**config.mk**
```make
export PLATFORM = sky130hd
export DESIGN_NAME = two_channel_frame_deframer
export DESIGN_NICKNAME = d
export VERILOG_FILES = /design/src/rtl/tcfd_pkg.sv /design/src/rtl/two_channel_frame_deframer.sv
export VERILOG_INCLUDE_DIRS = /design/src /design/src/rtl
export SDC_FILE = /design/constraint.sdc
export NUM_CORES = 1
export LEC_CHECK = 0
export ABC_AREA = 1
export BUFFER_PORTS_ARGS = -buffer_cell sky130_fd_sc_hd__buf_2
export CAP_MARGIN = 20
export CORE_UTILIZATION = 55
export CTS_BUF_LIST = sky130_fd_sc_hd__clkbuf_8 sky130_fd_sc_hd__clkbuf_16
export DETAILED_ROUTE_END_ITERATION = 8
export GPL_ROUTABILITY_DRIVEN = 0
export GPL_TIMING_DRIVEN = 1
export PLACE_DENSITY = 0.74
export SLEW_MARGIN = 5
export SYNTH_ARGS = -nofsm -noshare
export SYNTH_HDL_FRONTEND = slang
export SYNTH_SLANG_ARGS = --single-unit
```
**constraint.sdc**
```tcl
create_clock -name clk -period 6.2 [get_ports clk]
set_clock_uncertainty 0.15 [all_clocks]
set_input_delay 0 -clock clk [delete_from_list [all_inputs] [get_ports clk]]
set_output_delay 0 -clock clk [all_outputs]
set_load 0.05 [all_outputs]
```
**src/rtl/two_channel_frame_deframer_assert.svh**
```systemverilog
// Assertion macros for the two-channel frame deframer.
// Expects clk and rst (synchronous, active high) in the including module.
`ifndef TWO_CHANNEL_FRAME_DEFRAMER_ASSERT_SVH
`define TWO_CHANNEL_FRAME_DEFRAMER_ASSERT_SVH

// Antecedent implies consequent in the same cycle.
`define TCFD_ASSERT_SAME(label, ante, cons, msg) \
  label: assert property (@(posedge clk) disable iff (rst) (ante) |-> (cons)) \
    else $error(msg);

// Antecedent implies consequent in the next cycle.
`define TCFD_ASSERT_NEXT(label, ante, cons, msg) \
  label: assert property (@(posedge clk) disable iff (rst) (ante) |=> (cons)) \
    else $error(msg);

`endif

```
**src/rtl/tcfd_pkg.sv**
```systemverilog
// Shared types and constants for the two-channel frame deframer.
// No dependencies.
`default_nettype none

package tcfd_pkg;

  localparam int DEFAULT_MAX_FRAME = 512;

  localparam logic [7:0] START_BYTE = 8'h7E;
  localparam logic [7:0] TYPE08_ID  = 8'h08;
  localparam logic [7:0] TYPE88_ID  = 8'h88;
  localparam logic [7:0] CHAR_I     = 8'h49;
  localparam logic [7:0] CHAR_D     = 8'h44;

  localparam int TYPE08_LEN = 4;
  localparam int TYPE88_LEN = 13;

  localparam logic [1:0] ALIVE_08 = 2'b01;
  localparam logic [1:0] ALIVE_88 = 2'b10;

  localparam logic [2:0] EV_NONE       = 3'd0;
  localparam logic [2:0] EV_NO_START   = 3'd1;
  localparam logic [2:0] EV_TOO_LONG   = 3'd2;
  localparam logic [2:0] EV_TYPE08     = 3'd3;
  localparam logic [2:0] EV_TYPE88     = 3'd4;
  localparam logic [2:0] EV_UNKNOWN    = 3'd5;

  typedef struct packed {
    logic       channel;
    logic [7:0] data_byte;
  } item_t;

  typedef struct packed {
    logic       channel_echo;
    logic [2:0] event_res;
    logic [8:0] frame_length;
  } result_t;

endpackage

`default_nettype wire

```
**src/rtl/two_channel_frame_deframer.sv**
```systemverilog
// A result is registered from its accepted byte, through the skid stage if the output is stalled.
// Throughput: one byte per cycle while item_stall is low; the per-channel
// parser registers are read and written in the same cycle, and a skid
// stage decouples the sides. Reset (synchronous, active high) puts both
// parsers in start-byte hunt, clears counters and the result/skid stages.
// Depends on tcfd_pkg and two_channel_frame_deframer_assert.svh.
`default_nettype none

module two_channel_frame_deframer #(
  parameter int MAX_FRAME = tcfd_pkg::DEFAULT_MAX_FRAME
) (
  input  wire                clk,
  input  wire                rst,
  input  wire                item_valid,
  output logic               item_stall,
  input  tcfd_pkg::item_t    item,
  output logic               result_valid,
  input  wire                result_stall,
  output tcfd_pkg::result_t  result
);

  localparam int CNT_W = $clog2(MAX_FRAME);
  localparam logic [16:0] LEN_LIMIT = 17'(MAX_FRAME);

  typedef enum logic [2:0] {
    PH_HUNT   = 3'd0,
    PH_LEN_HI = 3'd1,
    PH_LEN_LO = 3'd2,
    PH_DATA   = 3'd3,
    PH_CSUM   = 3'd4
  } phase_t;

  // per-channel parser state
  phase_t           phase       [2];
  logic [CNT_W-1:0] bytes_left  [2];
  logic [CNT_W-1:0] bytes_seen  [2];
  logic [7:0]       length_high [2];
  logic [1:0]       alive       [2];

  // output register and skid stage
  logic              skid_valid;
  tcfd_pkg::result_t skid;

  logic              accept;
  logic              out_free;
  logic              ch;
  phase_t            phase_next;
  logic [CNT_W-1:0]  bytes_left_next;
  logic [CNT_W-1:0]  bytes_seen_next;
  logic [7:0]        length_high_next;
  logic [1:0]        alive_next;
  tcfd_pkg::result_t res_new;

  assign item_stall = skid_valid;
  assign accept     = item_valid && !item_stall;
  assign out_free   = !result_valid || !result_stall;
  assign ch         = item.channel;

  always_comb begin
    logic [15:0]      len;
    logic [CNT_W-1:0] left_dec;
    logic [1:0]       a;
    logic [7:0]       b;
    logic [CNT_W-1:0] seen;
    logic [CNT_W-1:0] left;

    b    = item.data_byte;
    seen = bytes_seen[ch];
    left = bytes_left[ch];
    len  = {length_high[ch], b};
    a    = alive[ch];
    left_dec = (left != '0) ? left - CNT_W'(1) : left;

    phase_next       = phase[ch];
    bytes_left_next  = left;
    bytes_seen_next  = seen;
    length_high_next = length_high[ch];
    alive_next       = a;
    res_new.channel_echo = ch;
    res_new.event_res    = tcfd_pkg::EV_NONE;
    res_new.frame_length = '0;

    case (phase[ch])
      PH_LEN_HI: begin
        length_high_next = b;
        phase_next       = PH_LEN_LO;
      end
      PH_LEN_LO: begin
        bytes_seen_next = '0;
        alive_next      = tcfd_pkg::ALIVE_08 | tcfd_pkg::ALIVE_88;
        if ({1'b0, len} >= LEN_LIMIT) begin
          // drop the frame
          res_new.event_res = tcfd_pkg::EV_TOO_LONG;
          bytes_left_next   = '0;
          phase_next        = PH_HUNT;
        end else begin
          bytes_left_next = CNT_W'(len);
          phase_next      = (len == 16'd0) ? PH_CSUM : PH_DATA;
        end
      end
      PH_DATA: begin
        if (seen == CNT_W'(0)) begin
          if (b != tcfd_pkg::TYPE08_ID) a = a & ~tcfd_pkg::ALIVE_08;
          if (b != tcfd_pkg::TYPE88_ID) a = a & ~tcfd_pkg::ALIVE_88;
        end else if (seen == CNT_W'(2)) begin
          if (b != tcfd_pkg::CHAR_I) a = '0;
        end else if (seen == CNT_W'(3)) begin
          if (b != tcfd_pkg::CHAR_D) a = '0;
        end
        alive_next      = a;
        bytes_seen_next = seen + CNT_W'(1);
        bytes_left_next = left_dec;
        if (left_dec == '0) phase_next = PH_CSUM;
      end
      PH_CSUM: begin
        // checksum byte is consumed, not checked
        if (seen == CNT_W'(tcfd_pkg::TYPE08_LEN) && a[0])
          res_new.event_res = tcfd_pkg::EV_TYPE08;
        else if (seen == CNT_W'(tcfd_pkg::TYPE88_LEN) && a[1])
          res_new.event_res = tcfd_pkg::EV_TYPE88;
        else
          res_new.event_res = tcfd_pkg::EV_UNKNOWN;
        res_new.frame_length = 9'(seen);
        phase_next           = PH_HUNT;
      end
      default: begin
        // hunt, including unused phase codes
        if (b != tcfd_pkg::START_BYTE) begin
          res_new.event_res = tcfd_pkg::EV_NO_START;
          phase_next        = PH_HUNT;
        end else begin
          phase_next = PH_LEN_HI;
        end
      end
    endcase
  end

  always_ff @(posedge clk) begin
    if (rst) begin
      for (int i = 0; i < 2; i++) begin
        phase[i]       <= PH_HUNT;
        bytes_left[i]  <= '0;
        bytes_seen[i]  <= '0;
        length_high[i] <= '0;
        alive[i]       <= tcfd_pkg::ALIVE_08 | tcfd_pkg::ALIVE_88;
      end
      result_valid <= 1'b0;
      skid_valid   <= 1'b0;
    end else begin
      if (accept) begin
        phase[ch]       <= phase_next;
        bytes_left[ch]  <= bytes_left_next;
        bytes_seen[ch]  <= bytes_seen_next;
        length_high[ch] <= length_high_next;
        alive[ch]       <= alive_next;
      end
      if (out_free) begin
        // drain the skid stage first; no transaction is accepted while it holds
        if (skid_valid) begin
          result       <= skid;
          result_valid <= 1'b1;
          skid_valid   <= 1'b0;
        end else begin
          result_valid <= accept;
          if (accept) result <= res_new;
        end
      end else if (accept) begin
        skid       <= res_new;
        skid_valid <= 1'b1;
      end
    end
  end

`include "two_channel_frame_deframer_assert.svh"

  `TCFD_ASSERT_SAME(a_skid_behind_out, skid_valid, result_valid,
                    "skid stage full while result register empty")
  `TCFD_ASSERT_NEXT(a_stall_fills_skid, accept && !out_free, skid_valid,
                    "transaction lost while result stalled")
  `TCFD_ASSERT_SAME(a_len_zero_no_frame,
                    result_valid && (result.event_res == tcfd_pkg::EV_NONE ||
                    result.event_res == tcfd_pkg::EV_NO_START ||
                    result.event_res == tcfd_pkg::EV_TOO_LONG),
                    result.frame_length == 9'd0,
                    "frame length set on a non-frame event")
  `TCFD_ASSERT_SAME(a_type08_len,
                    result_valid && result.event_res == tcfd_pkg::EV_TYPE08,
                    result.frame_length == 9'(tcfd_pkg::TYPE08_LEN),
                    "type08 match with wrong length")

endmodule

`default_nettype wire

```
==> results.env, run 1 <==
SYNTHMOSTINSTANTIATEDCELL='nand2_1'
DRV_CAP=0
TOTALWIRELENGTH_UM=11300
GLOBAL_ROUTE.OVERFLOW_TOTAL=0
WORST_HOLD_PATH_TYPE='in -> reg'
DETAIL_ROUTE.VIAS_PER_CELL=5.66
NUMBER_OF_ENABLE_FLIP_FLOP_CELLS_AFTER_SYNTHESIS=88
CPPEAKSTAGEDELAY_NS=0.66
POSTCTSRESIZEDCELLS=0
POST_SYNTH_ADDER_CELL_AREA=0.0126
DETAILED_PLACER_S_ENDING_HPWL_UM=7750
CLOCK_INSERTION_DELAY_WORST_SKEW_NS=0.38
FINAL_CORE_UTILIZATION=0.628
CORE_REGION_AREA_UM2=8720
FMAXACHIEVABLE_MHz=319
SIMPLE_LOGIC_CELL_FRACTION_OF_THE_SYNTHESIZED_AREA=0.271
GRT_MAX_DEGREE=46
NUM_ANTENNA_CELLS=0
INITIAL_ANTENNA_VIOLATION_COUNT=0
STATUS='completed'
FIRST_ITER_VIOLATIONS=308
SYNTH_SEQ_CELLS=90
CLOCK_PATH_BUFFERS=2
WORST-SLEW-PIN-TRANSITION_NS=1.08
FP-ROW-COUNT=34
FINALSETUPTNS_NS=0
SYNTH_COMMON_CELLS='144 x nand2_1, 88 x edfxtp_1, 81 x nor2_1'
YOSYS.AREA_SHARE.XOR_XNOR=0.00176
PROPORTION_OF_SYNTHESIZED_CHIP_AREA_IN_SEQUENTIAL_CELLS=0.539
COUNT_OF_SYNTHESIS_STAGE_WARNINGS_FROM_YOSYS=0
VIA_COUNT_OF_THE_FIRST_GLOBAL_ROUTING_PASS=3903
SYNTH.LIB_CELLS_USED.DISTINCT=50
DRIVE_ABOVE_1_SHARE=0.157
DESIGN.FINAL.NETS=607
FILLERINSTANCES=704
ORDERED_CELL_LIST_FOR_THE_CRITICAL_PATH='inv_1 > nand2_1 > nor2_1 > inv_1 > nor2_1 > inv_2 > nand2_1 > buf_4'
DRT_DRC_VIOLATIONS_LEFT=0
IO_PINS=28
SYNTH_TOP_CELL_AREA_SHARE=0.531
POSTSYNTHAREAPERCELL_UM2=8.97
CELL_COUNT_AFTER_SYNTHESIS=555
RSZ0062_AT_GRT='no'
WORST_EP_ARRIVAL_TIME_NS=3.09
SETUP_VIOL=0
CP_MAX_FANOUT=28
DP_WORST_SETUP_SLACK_NS=3.09
DIE_X_UM=97.1
PORT_BUFFERS=27
CLOCKROOTBUFFER='clkbuf_8'
TRITONCTS='built'
SYNTH_AREA_UM2=4980
CTS_INSERTED_BUFFERS=9
INITIAL_UTIL=0.571
HTREE_DEPTH=3
DOMINANT_COMBINATIONAL_CELL_FAMILY_BY_AREA_AFTER_SYNTHESIS='simple AND/OR/NAND/NOR gates'
DIEHEIGHT_UM=97.1
POSTROUTEANTENNANETS=0
PWR_DENSITY_CELL_nW_PER_UM2=256
FINAL_MIN_PERIOD_NS=3.14
WORST_EP_REQUIRED_TIME_NS=6.15
MUXSHAREOFSYNTHAREA=0
TIMING.CRITICAL_PATH.TO_TYPE='flip-flop'
POSTSYNTHNETCOUNT=573
TIMING.FINAL.WS_SETUP_NS=3.06
GR-USAGE-ALL-LAYERS=0.254
SYNTH-COMPOUND-AREA-SHARE=0.0988
WORST_IR_DROP_VDD_mV=0.116
COMBINED_AREA_OF_THE_MULTI_INPUT_LOGIC_CELLS_UM2=1910
ASYNCSETRESETFLOPFRACSYNTH=0
CELLLEAKAGEPOWER_nW=2.29
TIMING.CRITICAL_PATH.BUF_INV=4
AREAGROWTHSYNTHTOFINISH_PCT=10.1
DRTPASS1ITERATIONS=8
FINAL_MAX_SLEW_VIOLATION_COUNT=0
DRT-WIRELENGTH-PER-CELL_UM=16.1
DOMINANTREGCELLSYNTH='edfxtp_1'
DESIGN.DIE.AREA_UM2=9430
START_KIND='flip-flop'
SYNTH_AREA_LEADERS='edfxtp_1 53%, nand2_1 11%, nor2_1 6.1%'
CTS.REPORTEDPATHS.CLKPINSLEW_NS=0.11
CRITICAL_PATH_CLASS='reg -> reg'
CRIT_PATH_TOP_DELAY_CELL='dfxtp_1'
POST-ROUTE-PERIOD-UTIL=0.506
CLOCK_SINKS=90
YOSYSTOPAREACELL='edfxtp_1'
HOLD_VIOLATIONS=0
SEQCELLAREA_UM2=2680
TOTAL_NUMBER_OF_VIAS=3973
MAXSLEWHEADROOM=0.281
GRT_FIRST_PASS_WIRELENGTH_UM=18700
CPLARGESTDELAYFAMILY='buffers and inverters'
-- tightest hold or removal path, stage by stage --
cell     delay [ns]
buf_2          0.16
o21ai_0        0.17
nor2_1         0.11
-- metrics by stage --
| step | total power (W) | std cells | area (um^2) | hold slack, ns |
|---|---|---|---|---|
| floorplan | 0.000892 | 555 | 4980 | -0.0511 |
| global placement | 0.000938 | 675 | 5140 | 0.0915 |
| detailed placement | 0.000944 | 675 | 5140 | 0.0928 |
| CTS | 0.00140 | 701 | 5470 | 0.0248 |
| global route | 0.00146 | 702 | 5480 | 0.0402 |
| finish | 0.00140 | 702 | 5480 | 0.0258 |
-- power by group --
part	internal (W)	total, W	switching [W]
clock	0.000234	0.000465	0.000230
combinational	0.0000630	0.000228	0.000165
sequential	0.000702	0.000712	0.0000102
-- state kept, by name, summed over array words and instances (netlist names) --
signal        cells
length_high      16
alive             4
result           13
item_stall        1
result_valid      1
bytes_seen       18
phase             6
skid             13
bytes_left       18
-- layout make-up --
cell class | instances | area share
sequential | 90 | 0.490
multi-input combinational | 379 | 0.348
timing repair buffer | 41 | 0.0484
inverter | 68 | 0.0470
tap | 108 | 0.0247
clock buffer | 9 | 0.0226
clock inverter | 7 | 0.0192
-- cells in the final DEF (no fill, tap or decap), types with 4 or more instances in the layout --
cell,n
nand2_1,144
edfxtp_1,88
nor2_1,81
inv_1,61
buf_2,27
nand3_1,19
o21ai_0,18
o21ai_1,16
o21ai_2,12
dlygate4sd3_1,10
or2_1,9
clkbuf_8,9
nand2_2,8
nand4_1,8
a21oi_1,7
inv_2,6
ha_1,5
nor2_4,4
nor3_1,4
nor2_2,4
o22ai_1,4
buf_4,4
-- logic make-up after synthesis --
logic type | after synthesis
AO/OA/AOI/OAI | 75
XOR/XNOR | 1
flip-flops | 90
buffers and inverters | 86
adder cells (fa/ha/maj) | 5
AND/OR/NAND/NOR | 298
-- routing by layer --
metal | track usage | up-vias | share of wire
met5 | 0 | - | 0
met4 | 0.106 | 0 | 0.023
met3 | 0.0475 | 21 | 0.089
met2 | 0.423 | 197 | 0.48
met1 | 0.326 | 1844 | 0.41
li1 | - | 1911 | -
-- path summary, 6_finish.rpt --
path | startpoint | endpoint | slack (ns) | cells past startpoint
worst max-delay path | item_stall | alive[1][1] | 3.06 | 8
worst min-delay path | item[7] | length_high[0][7] | 0.03 | 3
worst min register to register | skid[5] | result[5] | 0.37 | 2
worst max register to register | item_stall | alive[1][1] | 3.06 | 8
-- timing repair --
action / CTS / global route
hold endpoints to repair: 16 / 0
hold buffers: 10 / 0
buffers inserted: 0 / 0
Power figures use the tool's default switching activity.
==> inputs of run 2 (changes only) <==
==> constraint.sdc (replaced) <==
create_clock -name clk -period 3.2 [get_ports clk]
set_clock_uncertainty 0.15 [all_clocks]
set_input_delay 0 -clock clk [delete_from_list [all_inputs] [get_ports clk]]
set_output_delay 0 -clock clk [all_outputs]
set_load 0.05 [all_outputs]
==> run 2 against run 1 <==
Count of clock-buffer cells in the layout stayed put. Worst hold slack worse by 0.026 ns. Sequential cell count stayed put. Wire length is 0.45% lower. Non-clock buffer count is 9 higher. Largest cell class unchanged. Setup slack worse by 2.4 ns. Fmax is 24% higher. The run now ends with hold timing left. First-iteration DRC count is 10% lower. Power is 93% higher. Sequential share of layout area is 0.56 points lower.
==> results.env, run 2 (same netlist as run 1, synthesis figures left out) <==
STATUS='finished, violations left'  # was completed
FAILING_CHECKS='hold timing'
GR-USAGE-ALL-LAYERS=0.257  # was 0.254
DRT-WIRELENGTH-PER-CELL_UM=15.9  # was 16.1 um
CPPEAKSTAGEDELAY_NS=0.51  # was 0.66 ns
TIMING.CRITICAL_PATH.TO_TYPE='flip-flop'  # unchanged
START_KIND='flip-flop'  # unchanged
PWR_DENSITY_CELL_nW_PER_UM2=489  # was 256 nW/um^2
NUM_ANTENNA_CELLS=0  # unchanged
WHS_NS=-0.000220  # was 0.0258 ns
CTS.REPORTEDPATHS.CLKPINSLEW_NS=0.09  # was 0.11 ns
DPL_CELL_AREA_UM2=5220  # was 5140 um^2
TOTALWIRELENGTH_UM=11300  # about the same
AREAGROWTHSYNTHTOFINISH_PCT=11.4  # was 10.1%
FINAL_MIN_PERIOD_NS=2.53  # was 3.14 ns
CLOCKROOTBUFFER='clkbuf_8'  # unchanged
M1WIRELENGTH_UM=4670  # was 4590 um
TIMING.FINAL.WS_SETUP_NS=0.666  # was 3.06 ns
DRTPASS1ITERATIONS=8  # unchanged
LAYOUT.CELLS.NON_FILLER=711  # was 702
WORST_EP_ARRIVAL_TIME_NS=2.40  # was 3.09 ns
CP_MAX_FANOUT=31  # was 28
POSTCTSRESIZEDCELLS=0  # unchanged
PORT_BUFFERS=27  # unchanged
WORST_IR_DROP_VDD_mV=0.245  # was 0.116 mV
CTS_HOLD_REPAIR.BUFFERS=10  # unchanged
DESIGN.DIE.AREA_UM2=9430  # unchanged
CLOCK_PATH_BUFFERS=2  # unchanged
ORDERED_CELL_LIST_FOR_THE_CRITICAL_PATH='inv_1 > nand2_1 > nor2_1 > inv_1 > nor2_1 > inv_2 > nand2_1 > buf_4'  # unchanged
TRITONCTS='built'  # unchanged
DETAIL_ROUTE.VIAS_PER_CELL=5.58  # was 5.66
LAYOUT.CELLS.MOST_COMMON='nand2_1'  # unchanged
CELLLEAKAGEPOWER_nW=2.33  # was 2.29 nW
WORST_EP_REQUIRED_TIME_NS=3.06  # was 6.15 ns
DETAILED_PLACER_S_ENDING_HPWL_UM=7910  # was 7750 um
POSTROUTEANTENNANETS=0  # unchanged
CRIT_PATH_TOP_DELAY_CELL='dfxtp_1'  # unchanged
REG.LARGEST.LIST='bytes_left x18, bytes_seen x18, length_high x16'  # unchanged
IO_PINS=28  # unchanged
DP_WORST_SETUP_SLACK_NS=0.569  # was 3.09 ns
DIE_X_UM=97.1  # unchanged
INITIAL_UTIL=0.571  # unchanged
MAXSLEWHEADROOM=0.610  # was 0.281
FIRST_ITER_VIOLATIONS=276  # was 308
HOLD_VIOLATIONS=1  # was 0
GLOBAL_ROUTE.OVERFLOW_TOTAL=0  # unchanged
CTS_INSERTED_BUFFERS=9  # unchanged
INITIAL_ANTENNA_VIOLATION_COUNT=0  # unchanged
CLOCK_SINKS=90  # unchanged
FINAL_CORE_UTILIZATION=0.636  # was 0.628
DRT_DRC_VIOLATIONS_LEFT=0  # unchanged
FILLERINSTANCES=712  # was 704
SETUP_VIOL=0  # unchanged
CORE_REGION_AREA_UM2=8720  # unchanged
DRV_CAP=0  # unchanged
CRITICAL_PATH_CLASS='reg -> reg'  # unchanged
POST-CTS-SETUP-BUFFER-COUNT=0  # unchanged
MOSTFREQUENTLAYOUTCELLS='144 x nand2_1, 88 x edfxtp_1, 81 x nor2_1'  # unchanged
WL_MET3_UM=873  # was 1010 um
GRT_MAX_DEGREE=32  # was 46
STDCELL_AREA_UM2=5540  # was 5480 um^2
FP-ROW-COUNT=34  # unchanged
FINAL_MAX_SLEW_VIOLATION_COUNT=0  # unchanged
DESIGN.FINAL.NETS=616  # was 607
FINALSETUPTNS_NS=0  # unchanged
TOTAL_NUMBER_OF_VIAS=3968  # was 3973
TOPROUTINGLAYERUSED='met4'  # unchanged
CLOCK_INSERTION_DELAY_WORST_SKEW_NS=0.37  # was 0.38 ns
GRT_FIRST_PASS_WIRELENGTH_UM=19000  # was 18700 um
DRIVE_ABOVE_1_SHARE=0.167  # was 0.157
HTREE_DEPTH=3  # unchanged
DP_CELLS=685  # was 675
DETAILROUTE.WIRELENGTH.MET2_UM=5520  # was 5460 um
FMAXACHIEVABLE_MHz=395  # was 319 MHz
WORST-SLEW-PIN-TRANSITION_NS=0.585  # was 1.08 ns
WORST_HOLD_PATH_TYPE='in -> reg'  # unchanged
RSZ0062_AT_GRT='no'  # unchanged
POST-ROUTE-PERIOD-UTIL=0.792  # was 0.506
VIA_COUNT_OF_THE_FIRST_GLOBAL_ROUTING_PASS=3904  # was 3903
DIEHEIGHT_UM=97.1  # unchanged
run 2: cell count changes in the layout (fill, tap and decap cells not counted), sizes merged:
cell / delta
clkinv: +3
inv: -2
clkinvlp: -1
buf: +9
run 2: critical path: cells and delay by family (launching register included):
kind	cells	cell delay (ns)
buffers and inverters	4	0.94
DFF	1	0.51
and+or+nand+nor	4	0.57
run 2: power by group:
| group | internal (W) | leakage [nW] | switching (W) |
|---|---|---|---|
| registers | 0.00136 | 0.888 | 0.0000196 |
| clock network | 0.000448 | 0.113 | 0.000433 |
| logic | 0.000131 | 1.33 | 0.000318 |
| total | 0.00194 | 2.33 | 0.000771 |
run 2: through the flow:
stage,hold WS [ns],power (W)
3_5_place_dp,0.0924,0.00184
4_1_cts,0.00368,0.00271
5_1_grt,0.0447,0.00281
2_1_floorplan,-0.0511,0.00173
6_report,-0.000220,0.00271
3_3_place_gp,0.0753,0.00183
run 2: final timing paths:
check             startpoint           endpoint  slack, ns  depth (start not counted)
setup / recovery  item_stall   bytes_left[1][1]       0.67                          8
hold / removal       item[7]  length_high[1][7]    -0.0002                          3
setup reg to reg  item_stall   bytes_left[1][1]       0.67                          8
hold reg to reg      skid[9]          result[9]       0.37                          2
run 2: metal layers:
| layer | global-route usage | up-vias |
|---|---|---|
| met5 | 0 | - |
| met4 | 0.0827 | 0 |
| met3 | 0.0540 | 24 |
| met2 | 0.443 | 161 |
| met1 | 0.323 | 1853 |
| li1 | - | 1930 |
run 2: final cells by class:
| type | instances | area (um^2) | share of cell area |
|---|---|---|---|
| clock buffers | 9 | 124 | 0.0223 |
| clock inverters | 7 | 101 | 0.0183 |
| inverters | 68 | 258 | 0.0465 |
| multi-input cells | 379 | 1910 | 0.344 |
| flip-flops and latches | 90 | 2680 | 0.484 |
| well taps | 108 | 135 | 0.0244 |
| repair buffers | 50 | 333 | 0.0600 |
==> inputs of run 3 (changes only) <==
==> constraint.sdc (replaced) <==
create_clock -name clk -period 2.39 [get_ports clk]
set_clock_uncertainty 0.15 [all_clocks]
set_input_delay 0 -clock clk [delete_from_list [all_inputs] [get_ports clk]]
set_output_delay 0 -clock clk [all_outputs]
set_load 0.05 [all_outputs]
==> run 3 against run 2 <==
The flow now finishes without violations. Non-clock buffer count up 15. Utilization up 2.2 points. Setup slack worse by 0.59 ns. Critical path depth up 5. Worst hold slack better by 0.062 ns. Critical path type unchanged.
==> results.env, run 3 (same netlist as run 1, synthesis figures left out) <==
REG.LARGEST.LIST='bytes_left x18, bytes_seen x18, length_high x16'  # unchanged
INITIAL_UTIL=0.571  # unchanged
POST-ROUTE-PERIOD-UTIL=0.967  # was 0.792
DESIGN.FINAL.NETS=631  # was 616
CTS_INSERTED_BUFFERS=9  # unchanged
STATUS='completed'  # was finished, violations left
FINAL_MIN_PERIOD_NS=2.31  # was 2.53 ns
DETAIL_ROUTE.VIAS_PER_CELL=5.52  # was 5.58
FMAXACHIEVABLE_MHz=432  # was 395 MHz
IO_PINS=28  # unchanged
SETUP_VIOL=0  # unchanged
VIA_COUNT_OF_THE_FIRST_GLOBAL_ROUTING_PASS=3881  # was 3904
TIMING.CRITICAL_PATH.BUF_INV=0  # was 4
PORT_BUFFERS=27  # unchanged
TOTAL_NUMBER_OF_VIAS=4007  # was 3968
REPORT.POWER.TOTAL_W=0.00352  # was 0.00271 W
CRIT_PATH_TOP_DELAY_CELL='edfxtp_1'  # was dfxtp_1
TOTALWIRELENGTH_UM=11000  # was 11300 um
COMB_POWER_SHARE=0.185  # was 0.166
MAXSLEWHEADROOM=0.569  # was 0.610
FINALSETUPTNS_NS=0  # unchanged
WORST_HOLD_PATH_TYPE='in -> reg'  # unchanged
LAYOUT.CELLS.MOST_COMMON='nand2_1'  # unchanged
CLOCKPOWERSHARE=0.291  # was 0.325
NUM_ANTENNA_CELLS=0  # unchanged
P_INT_W=0.00244  # was 0.00194 W
CLOCKROOTBUFFER='clkbuf_8'  # unchanged
DRV_CAP=0  # unchanged
DIEHEIGHT_UM=97.1  # unchanged
FILLERINSTANCES=704  # was 712
SEQCELLAREA_UM2=2680  # about the same
GLOBAL_ROUTE.OVERFLOW_TOTAL=0  # unchanged
AREAGROWTHSYNTHTOFINISH_PCT=15.2  # was 11.4%
FIRST_ITER_VIOLATIONS=270  # was 276
DIE_X_UM=97.1  # unchanged
DRTPASS1ITERATIONS=5  # was 8
SWSHARE=0.307  # was 0.284
GRT_MAX_DEGREE=32  # unchanged
DRT-WIRELENGTH-PER-CELL_UM=15.2  # was 15.9 um
TRITONCTS='built'  # unchanged
MOSTFREQUENTLAYOUTCELLS='134 x nand2_1, 88 x edfxtp_1, 81 x nor2_1'  # was 144 x nand2_1, 88 x edfxtp_1, 81 x nor2_1
FINAL_MAX_SLEW_VIOLATION_COUNT=0  # unchanged
CRITICAL_PATH_CLASS='reg -> reg'  # unchanged
CPLARGESTDELAYFAMILY='simple AND/OR/NAND/NOR gates'  # was buffers and inverters
CPPEAKSTAGEDELAY_NS=0.42  # was 0.51 ns
SEQPWRFRAC=0.524  # was 0.509
INITIAL_ANTENNA_VIOLATION_COUNT=0  # unchanged
RSZ0062_AT_GRT='yes'  # was no
CP_MAX_FANOUT=8  # was 31
HTREE_DEPTH=3  # unchanged
DESIGN.DIE.AREA_UM2=9430  # unchanged
ORDERED_CELL_LIST_FOR_THE_CRITICAL_PATH='o21ai_2 > ha_4 > nand3_4 > nor2_4 > nand3_4 > nand2_2 > nand3_1 > nor2_1 > nand2_1 > nand2_2 > nand2_1 > nand2_1 > nor2_1'  # was inv_1 > nand2_1 > nor2_1 > inv_1 > nor2_1 > inv_2 > nand2_1 > buf_4
CELLLEAKAGEPOWER_nW=2.40  # was 2.33 nW
START_KIND='flip-flop'  # unchanged
WORST-SLEW-PIN-TRANSITION_NS=0.642  # was 0.585 ns
PWR_DENSITY_CELL_nW_PER_UM2=614  # was 489 nW/um^2
CLOCK_INSERTION_DELAY_WORST_SKEW_NS=0.37  # about the same
WORST_EP_REQUIRED_TIME_NS=2.36  # was 3.06 ns
HOLD_VIOLATIONS=0  # was 1
DP_CELLS=692  # was 685
TIMING.CRITICAL_PATH.TO_TYPE='flip-flop'  # unchanged
CRIT_TOP_CELL='nand2_1'
POSTROUTEANTENNANETS=0  # unchanged
FINAL_CORE_UTILIZATION=0.657  # was 0.636
FP-ROW-COUNT=34  # unchanged
CTS.REPORTEDPATHS.CLKPINSLEW_NS=0.10  # was 0.09 ns
CLOCK_PATH_BUFFERS=2  # unchanged
LAYOUT.CELLS.NON_FILLER=726  # was 711
DRIVE_ABOVE_1_SHARE=0.217  # was 0.167
DETAILED_PLACER_S_ENDING_HPWL_UM=7410  # was 7910 um
CLOCK_SINKS=90  # unchanged
GR-USAGE-ALL-LAYERS=0.242  # was 0.257
COMBINED_AREA_OF_THE_MULTI_INPUT_LOGIC_CELLS_UM2=1990  # was 1910 um^2
WORST_IR_DROP_VDD_mV=0.326  # was 0.245 mV
DRT_DRC_VIOLATIONS_LEFT=0  # unchanged
P_SWITCHING_W=0.00108  # was 0.000771 W
GRT_FIRST_PASS_WIRELENGTH_UM=18100  # was 19000 um
CORE_REGION_AREA_UM2=8720  # unchanged
WORST_EP_ARRIVAL_TIME_NS=2.28  # was 2.40 ns
## run 3: layout make-up
class | instances | share of cell area
Clock buffer | 9 | 0.0216
Clock inverter | 7 | 0.0124
Inverter | 68 | 0.0450
Multi-Input combinational cell | 379 | 0.347
Sequential cell | 90 | 0.468
Tap cell | 108 | 0.0236
Timing Repair Buffer | 65 | 0.0825
## run 3: path summary, 6_finish.rpt
kind	slack (ns)	endpoint	depth (start not counted)	startpoint
hold reg to reg	0.38	result[6]	2	skid[6]
hold / removal	0.06	alive[0][0]	6	item_valid
setup reg to reg	0.08	phase[1][0]	13	bytes_left[0][0]
setup / recovery	0.08	phase[1][0]	13	bytes_left[0][0]
## run 3: metrics by stage
| step | worst slack (ns) | cell area (um^2) | hold WS (ns) |
|---|---|---|---|
| final | 0.0778 | 5730 | 0.0617 |
| after global placement | 0.104 | 5300 | 0.0859 |
| after detailed placement | 0.0105 | 5300 | 0.0971 |
| after global routing | -0.0628 | 5730 | 0.122 |
| after floorplan | 0.162 | 4980 | -0.0511 |
| after CTS | 0.0304 | 5630 | 0.0503 |
## run 3: power by group through the flow
stage                     clock network [W]  logic (W)  registers, W
final                               0.00102   0.000650       0.00184
after global routing                0.00109   0.000715       0.00185
after CTS                           0.00103   0.000613       0.00184
after detailed placement                  0   0.000589       0.00188
after global placement                    0   0.000578       0.00188
after floorplan                           0   0.000392       0.00192
## run 3: tightest hold or removal path: cells and delay by family
| family | cells | cell delay [ns] |
|---|---|---|
| simple gates | 4 | 0.30 |
| buf+inv | 2 | 0.18 |
## run 3: timing repair
item / in CTS / in global routing
buffers inserted: 2 / 5
pin swaps: 1 / 8
endpoints found under the hold margin: 30 / 0
setup endpoints to repair: 2 / 11
hold buffers: 11 / 0
gates resized for setup: 1 / 17
## run 3: routing by layer
layer / wire length (um) / global-route usage / vias to the layer above
li1: - / - / 1959
met1: 4630 / 0.315 / 1881
met2: 5500 / 0.412 / 144
met3: 665 / 0.0446 / 23
met4: 212 / 0.0769 / 0
met5: 0 / 0 / -
